## config.mk

```make
export PLATFORM = sky130hd
export DESIGN_NAME = ahd_controller
export DESIGN_NICKNAME = d
export VERILOG_FILES = /design/src/rtl/core/ahd_pkg.sv /design/src/rtl/core/ahd_controller.sv
export SDC_FILE = /design/constraint.sdc
export NUM_CORES = 1
export LEC_CHECK = 0
export BUFFER_PORTS_ARGS = -buffer_cell sky130_fd_sc_hd__buf_4
export CORE_AREA = 2 2 46 48
export CTS_CLUSTER_DIAMETER = 40
export DETAILED_ROUTE_END_ITERATION = 10
export DIE_AREA = 0 0 48 50
export PLACE_DENSITY = 0.72
export SKIP_CTS_REPAIR_TIMING = 1
export SYNTH_ARGS = -nofsm -noshare
export SYNTH_HDL_FRONTEND = slang
export SYNTH_SLANG_ARGS = --single-unit
export TNS_END_PERCENT = 30
```

## constraint.sdc

```tcl
create_clock -name clock -period 1.64 [get_ports clock]
set_input_delay 0.41 -clock clock [delete_from_list [all_inputs] [get_ports clock]]
set_output_delay 0.41 -clock clock [all_outputs]
set_load 0.05 [all_outputs]
```

## src/rtl/core/ahd_pkg.sv

```systemverilog
// Shared types, constants and ramp table functions for the envelope generator.
package ahd_pkg;

   localparam int PERIOD_W  = 20;
   localparam int LEVEL_W   = 16;
   localparam int TIME_W    = 24;
   localparam int CURVE_W   = 16;
   localparam int ENV_W     = 19;
   localparam int TAB_W     = 17;
   localparam int FADE_W    = 21;

   localparam logic [PERIOD_W-1:0] PERIOD_RESET = 20'd1000000;
   localparam int                  E_FRAC_Q16   = 47073;
   localparam longint              LN2_Q30      = 64'sd744261118;

   localparam logic [1:0] SEG_ATTACK = 2'd0;
   localparam logic [1:0] SEG_HOLD   = 2'd1;
   localparam logic [1:0] SEG_DECAY  = 2'd2;
   localparam logic [1:0] SEG_DONE   = 2'd3;

   localparam logic [1:0] RD_EXP_LO = 2'd0;
   localparam logic [1:0] RD_EXP_HI = 2'd1;
   localparam logic [1:0] RD_LOG_LO = 2'd2;
   localparam logic [1:0] RD_LOG_HI = 2'd3;

   typedef struct packed {
      logic       load;
      logic       rd_en;
      logic [1:0] rd_sel;
      logic       cap_en;
      logic [1:0] cap_slot;
      logic       mul_en;
      logic [1:0] mul_step;
      logic       blend_en;
      logic       blend_step;
      logic       div_init;
      logic       div_step;
      logic       update;
   } ahd_cmd_type;

   function automatic longint unsigned ahd_isqrt(input longint unsigned v);
      longint unsigned r;
      longint unsigned b;
      longint unsigned x;
      r = 64'd0;
      b = 64'd1 << 62;
      x = v;
      while (b > x) b = b >> 2;
      while (b != 64'd0) begin
         if (x >= r + b) begin
            x = x - (r + b);
            r = (r >> 1) + b;
         end else begin
            r = r >> 1;
         end
         b = b >> 2;
      end
      return r;
   endfunction

   // x^e over x in [0, 1], Q.16
   function automatic logic [TAB_W-1:0] ahd_exp_entry(input int idx, input int tbits);
      longint unsigned x;
      longint unsigned acc;
      longint unsigned r;
      x   = longint'(idx) << (30 - tbits);
      acc = (x * x) >> 30;
      r   = x;
      for (int k = 1; k <= 16; k++) begin
         r = ahd_isqrt(r << 30);
         if (((E_FRAC_Q16 >> (16 - k)) & 1) != 0) acc = (acc * r) >> 30;
      end
      return TAB_W'((acc + 64'd8192) >> 14);
   endfunction

   // max(0, ln x + 1) over x in [0, 1], Q.16
   function automatic logic [TAB_W-1:0] ahd_log_entry(input int idx, input int tbits);
      int              m;
      longint unsigned y;
      longint          l2;
      longint          ln;
      longint          prod;
      m    = 0;
      y    = 64'd0;
      l2   = 64'sd0;
      ln   = 64'sd0;
      prod = 64'sd0;
      if (idx == 0) return '0;
      while ((idx >> (m + 1)) != 0) m++;
      y  = (longint'(idx) << 30) >> m;
      l2 = longint'(m - tbits) * 65536;
      for (int b = 15; b >= 0; b--) begin
         y = (y * y) >> 30;
         if (y >= (64'd1 << 31)) begin
            y  = y >> 1;
            l2 = l2 + (64'sd1 <<< b);
         end
      end
      // scale by ln 2 and drop Q.30, truncating toward zero
      prod = l2 * LN2_Q30;
      ln   = ((prod < 0) ? -((-prod) >>> 30) : (prod >>> 30)) + 64'sd65536;
      return (ln > 0) ? TAB_W'(ln) : '0;
   endfunction

endpackage

```

## src/rtl/core/ahd_controller.sv

```systemverilog
// Envelope sequencer: steps the datapath through lookup, interpolation, blend, divide and update.
module ahd_controller import ahd_pkg::*; #(
   parameter int PHASE_BITS = 24
) (
   input  logic        clock,
   input  logic        reset,
   input  logic        req_valid,
   output logic        req_stall,
   output logic        rsp_valid,
   input  logic        rsp_stall,
   output ahd_cmd_type cmd
);

   localparam int NW = PERIOD_W + PHASE_BITS;
   localparam int CW = $clog2(NW + 1);

   localparam logic [2:0] S_IDLE  = 3'd0;
   localparam logic [2:0] S_READ  = 3'd1;
   localparam logic [2:0] S_MUL   = 3'd2;
   localparam logic [2:0] S_BLEND = 3'd3;
   localparam logic [2:0] S_DIV   = 3'd4;
   localparam logic [2:0] S_WAIT  = 3'd5;

   logic [2:0]    state_ff, state_in;
   logic [CW-1:0] cnt_ff, cnt_in;
   logic          rsp_valid_ff, rsp_valid_in;
   logic          out_free;

   assign out_free  = !rsp_valid_ff || !rsp_stall;
   assign req_stall = (state_ff != S_IDLE);
   assign rsp_valid = rsp_valid_ff;

   always_comb begin
      state_in = state_ff;
      cnt_in   = cnt_ff;
      cmd      = '0;
      unique case (state_ff)
         S_IDLE: begin
            if (req_valid) begin
               cmd.load = 1'b1;
               state_in = S_READ;
               cnt_in   = '0;
            end
         end
         S_READ: begin
            cmd.rd_en    = (cnt_ff < CW'(4));
            cmd.rd_sel   = cnt_ff[1:0];
            cmd.cap_en   = (cnt_ff != '0);
            cmd.cap_slot = cnt_ff[1:0] - 2'd1;
            cnt_in       = cnt_ff + 1'b1;
            if (cnt_ff == CW'(4)) begin
               state_in = S_MUL;
               cnt_in   = '0;
            end
         end
         S_MUL: begin
            cmd.mul_en   = 1'b1;
            cmd.mul_step = cnt_ff[1:0];
            cnt_in       = cnt_ff + 1'b1;
            if (cnt_ff == CW'(3)) begin
               state_in = S_BLEND;
               cnt_in   = '0;
            end
         end
         S_BLEND: begin
            cmd.blend_en   = 1'b1;
            cmd.blend_step = cnt_ff[0];
            cmd.div_init   = !cnt_ff[0];
            cnt_in         = cnt_ff + 1'b1;
            if (cnt_ff[0]) begin
               state_in = S_DIV;
               cnt_in   = '0;
            end
         end
         S_DIV: begin
            cmd.div_step = 1'b1;
            cnt_in       = cnt_ff + 1'b1;
            if (cnt_ff == CW'(NW - 1)) begin
               state_in = S_WAIT;
            end
         end
         S_WAIT: begin
            if (out_free) begin
               cmd.update = 1'b1;
               state_in   = S_IDLE;
            end
         end
         default: state_in = S_IDLE;
      endcase
      rsp_valid_in = cmd.update || (rsp_valid_ff && rsp_stall);
   end

   always_ff @(posedge clock) begin
      if (reset) begin
         state_ff     <= S_IDLE;
         cnt_ff       <= '0;
         rsp_valid_ff <= 1'b0;
      end else begin
         state_ff     <= state_in;
         cnt_ff       <= cnt_in;
         rsp_valid_ff <= rsp_valid_in;
      end
   end

endmodule

```

Word level (Yosys, flattened, before mapping)
Cells that the tools add are included.
{"block": "word_totals", "ff_bits": 10, "output_inout_bits": 17}
{"block": "classes", "addsub": 2, "magnitude_cmp": 1, "n_eq_ne": 14, "muxes": 20, "reduce_logical": 12}
{"operator": "$mux W6", "n": 5}
{"operator": "$pmux W6 S5", "n": 1}
{"operator": "$mux W3", "n": 8}
{"operator": "$pmux W3 S6", "n": 1}
{"operator": "$ne A2 B2 Y1 const B", "n": 6}
{"operator": "$add A6 B1 Y6 const B", "n": 1}
{"operator": "$eq A3 B2 Y1 const B", "n": 2}
{"operator": "$eq A3 B3 Y1 const B", "n": 2}
{"operator": "$eq A6 B2 Y1 const B", "n": 1}
{"operator": "$eq A6 B3 Y1 const B", "n": 1}
{"operator": "$eq A6 B6 Y1 const B", "n": 1}
{"operator": "$lt A6 B3 Y1 const B", "n": 1}
{"operator": "$reduce_and A6 Y1", "n": 1}
{"operator": "$reduce_bool A6 Y1", "n": 1}
{"operator": "$mux W1", "n": 5}
{"operator": "$reduce_bool A5 Y1", "n": 1}
{"operator": "$eq A3 B1 Y1 const B", "n": 1}
{"operator": "$logic_not A1 Y1", "n": 3}
{"operator": "$logic_not A3 Y1", "n": 1}
{"operator": "$reduce_bool A3 Y1", "n": 1}
{"operator": "$logic_or A1 B1 Y1", "n": 2}
{"operator": "$reduce_and A2 Y1", "n": 1}
{"operator": "$sub A2 B1 Y2 const B", "n": 1}
{"operator": "$logic_and A1 B1 Y1", "n": 1}

Depth between registers and ports, before layout
{"block": "logic_depth", "word_depth": 5, "ltp_mapped": 6, "mapped_depth_nobuf": 6}

Worst setup path after synthesis
No wires, ideal clock.
{"block": "synth_path", "path_kind": "reg2reg", "startpoint": "reg state_ff[1]", "endpoint": "reg cnt_ff[4]", "arrival_time_ns": 2.760, "required_ns": 1.566, "path_slack_ns": -1.194, "path_stages_with_launch": 7, "path_buffers": 1, "synth_period_minus_slack_ns": 2.834, "cell_sequence": "dfxtp_1 -> buf_4 -> nor3b_1 -> a21boi_2 -> nor4_2 -> or4_1 -> a31oi_1"}
{"block": "synth_via", "elab_chain_len": 3, "elab_cells_between_ends": 9, "cone_classes": "5 x eq/ne; 1 x mux; 3 x reduce/logical"}
{"item": "from (decl)", "line": "ahd_controller.sv:24", "rtl": "logic [2:0] state_ff, state_in;"}
{"item": "from (signal assigned)", "line": "ahd_controller.sv:99", "rtl": "state_ff <= state_in;"}
{"item": "$eq A3 B3 Y1 (tied with other cells)", "line": "ahd_controller.sv:37", "rtl": "unique case (state_ff)"}
{"item": "$reduce_bool A5 Y1 (no line) or $ne A2 B2 Y1 (tied branches)"}
{"item": "$reduce_and A2 Y1 (no line)"}
{"item": "to (signal assigned)", "line": "ahd_controller.sv:100", "rtl": "cnt_ff <= cnt_in;"}
{"item": "to (decl)", "line": "ahd_controller.sv:25", "rtl": "logic [CW-1:0] cnt_ff, cnt_in;"}
Several ways; a longest one is shown, not always the timed one.
A chain may end at the register's enable or synchronous reset.

==> results.py <==
metrics = {
    "setup_path": {
        "critical_path_arrival_ns": 1.44,
        "worstPathMaxFanout": 6,
        "reg2regPathDepth": 6,
        "cp.required_ns": 1.23,
        "timing.rr.start": "state_ff[2]",
        "crit_type": "reg2out",
        "cp-start-kind": "flip-flop",
        "crit_path_end_kind": "output port",
        "startpoint": "state_ff[2]",
    },
    "synth": {
        "synthSimpleGateAreaFrac": 0.303,
        "yosysTopAreaCell": "dfxtp_1",
        "synth_nets": 110,
        "avgSynthCellArea_um2": 8.05,
        "yosys_warnings": 0,
        "synth_mux_area_frac": 0,
        "syn_area_um2": 830,
        "synth-main-ff-cell": "dfxtp_1",
        "synth_edf_count": 0,
        "synth_top_area_frac": 0.241,
        "ys_ff_latch": 10,
        "synth_top_family_by_area": "compound AO/OA/AOI/OAI gates",
        "synthAdderAreaFrac": 0.0452,
        "netlist_instances": 103,
        "synth.yosys.seq_area_share": 0.241,
        "synth_xor_area_frac": 0,
        "synth_compound_area_frac": 0.333,
        "ys_async_sr_fraction": 0,
        "ys_types": 49,
        "ys_top_cells_by_area": "dfxtp_1 24%, a21oi_1 6.0%, ha_1 4.5%",
    },
    "clock_network": {
        "cts_root_buf": "clkbuf_4",
        "cts-root-to-sink-buffers": 2,
        "cts_htree_levels": 1,
        "clk_pin_slew_worst_paths_ns": 0.08,
        "clkSinkCount": 10,
        "clkLatencyLatePin_ns": 0.26,
        "cts_buffers": 3,
        "tritoncts": "yes",
    },
    "sta": {
        "slew_violations": 0,
        "relSlewSlack": 0.753,
        "fin_ws_ns": -0.212,
        "skew_ns": 0.00285,
        "setup_viol": 19,
        "fin_crit_ns": 1.85,
        "rsz0062_at_grt": "true",
        "tns_ns": -3.17,
        "fin_crit_sh": 1.13,
        "hold_viol": 0,
        "worst_pin_slew_ns": 0.362,
        "max_freq_mhz": 540,
    },
    "layout": {
        "fin_util": 0.755,
        "n_fill_cell": 123,
        "synthToLayoutAreaGrowth_pct": 73.2,
        "n_antenna_cell": 0,
        "layout.nets": 164,
        "layout-drive-gt1-share": 0.606,
    },
    "detailed_routing": {
        "dr.pass1.iters": 4,
        "routed_wl_um": 2770,
        "drc": 0,
        "wl_per_cell_um": 15.2,
        "avgViaCountPerCell": 5.52,
        "final_antenna_net_count": 0,
        "drtIter0Drc": 25,
        "via_count": 1004,
    },
    "global_route": {
        "grtUsageTotal": 0.234,
        "grt_pass1_wl_um": 4140,
        "grt_max_degree": 13,
        "grt_remaining_overflow": 0,
        "grt_pass1_vias": 938,
        "grt_antenna_before_repair": 0,
    },
    "outcome": {
        "violations": "setup timing",
        "run_status": "complete, but fails checks",
    },
    "power": {
        "powerDensity_mw_per_mm2": 469,
        "finalPower_mw": 0.674,
        "ir_worst_vdd_v": 0.000410,
        "leakage_nw": 0.619,
    },
    "floorplan": {
        "die-area_mm2": 0.00240,
        "fp.dieW_um": 48,
        "rows": 16,
        "start_util": 0.436,
        "chipHeight_um": 50,
        "core_region_area_mm2": 0.00190,
        "io_pins": 21,
    },
    "placed_design": {
        "finalWeightedCongestion": 0.899,
        "port_buffers": 20,
        "hpwlAfterDp_um": 2000,
    },
    "hold_path": {
        "hold_class": "in2reg",
        "hp-start": "reset",
        "whs_path_depth": 2,
    },
    "run": {
        "cap_violations": 0,
    },
}
[where the power goes]
part           switching (mW)  total [mW]  internal (mW)  leakage (nW)
clock                  0.0941       0.179         0.0847        0.0138
combinational           0.134       0.242          0.107         0.522
sequential            0.00499       0.253          0.248        0.0825
total                   0.233       0.674          0.440         0.619
[worst max-delay path: stages (launching register included)]
cell	delay (ns)
dfxtp_2	0.35
or3b_4	0.40
buf_6	0.15
nor2b_2	0.12
buf_6	0.16
[cell families (layout without fill, tap and decap cells)]
group                      count (synthesis)  after routing
buffers and inverters                     12             64
AOI/OAI and AO/OA                         36             36
DFF                                       10             10
adders and majority gates                  3              3
and+or+nand+nor                           42             42
[synthesized netlist by cell type, drive strengths merged, types with 2 or more instances]
cell,number
buf,2
nand2,9
and3,3
o21ai,4
clkbuf,5
dfxtp,10
nor2,7
and2,4
nor3,4
inv,5
ha,3
a22o,2
nor4,2
a21boi,2
a31oi,3
a21oi,10
and2b,2
[layout make-up]
type                            instances  area, µm²  share of cell area
Sequential cell                        10        204               0.142
Inverter                                5       18.8              0.0131
Clock buffer                            3       22.5              0.0157
Timing Repair Buffer                   56        503               0.350
Multi-Input combinational cell         81        654               0.456
Tap cell                               27       33.8              0.0235
[cell usage in the layout (no fill, tap or decap), types with 2 or more instances in the layout]
cell type | Yosys | final
buf_8 | 0 | 5
a31oi_1 | 2 | 2
nand2_1 | 9 | 8
a21oi_2 | 0 | 2
inv_1 | 5 | 5
o21ai_0 | 3 | 3
ha_1 | 3 | 2
buf_6 | 0 | 12
a22o_1 | 2 | 2
clkbuf_4 | 0 | 3
and2_2 | 3 | 3
nor3_1 | 4 | 4
a21oi_1 | 10 | 7
and2b_2 | 2 | 2
and3_1 | 3 | 2
buf_4 | 2 | 39
nor2_2 | 0 | 4
dfxtp_2 | 0 | 3
nor2_4 | 0 | 2
dfxtp_1 | 10 | 7
[flip-flops by register name, summed over array words and instances (netlist names)]
signal and count:
state_ff 3, rsp_valid 1, cnt_ff 6
[routing by layer]
| layer | vias to the layer above | share of wire | global-route usage |
|---|---|---|---|
| met1 | 470 | 0.41 | 0.307 |
| met2 | 39 | 0.51 | 0.398 |
| met4 | 0 | 0.014 | 0.0450 |
| li1 | 489 | - | - |
| met3 | 6 | 0.058 | 0.0293 |
| met5 | - | 0 | 0 |
[worst paths after layout]
kind	end	slack, ns
worst max-delay path	cmd[13]	-0.21
worst max register to register	cnt_ff[4]	-0.17
worst min register to register	rsp_valid	0.55
worst min-delay path	cnt_ff[1]	0.43
[metrics by stage]
step                instance area (µm²)  setup WS, ns  hold WS (ns)  std cells
global placement                   1280        -0.119         0.524        177
CTS                                1300        -0.313         0.411        180
floorplan                           891        -0.255         0.509        103
finish                             1440        -0.212         0.434        182
global route                       1440        -0.256         0.432        182
detailed placement                 1280        -0.135         0.539        177
Note: power is estimated with default switching activity, not from simulation.
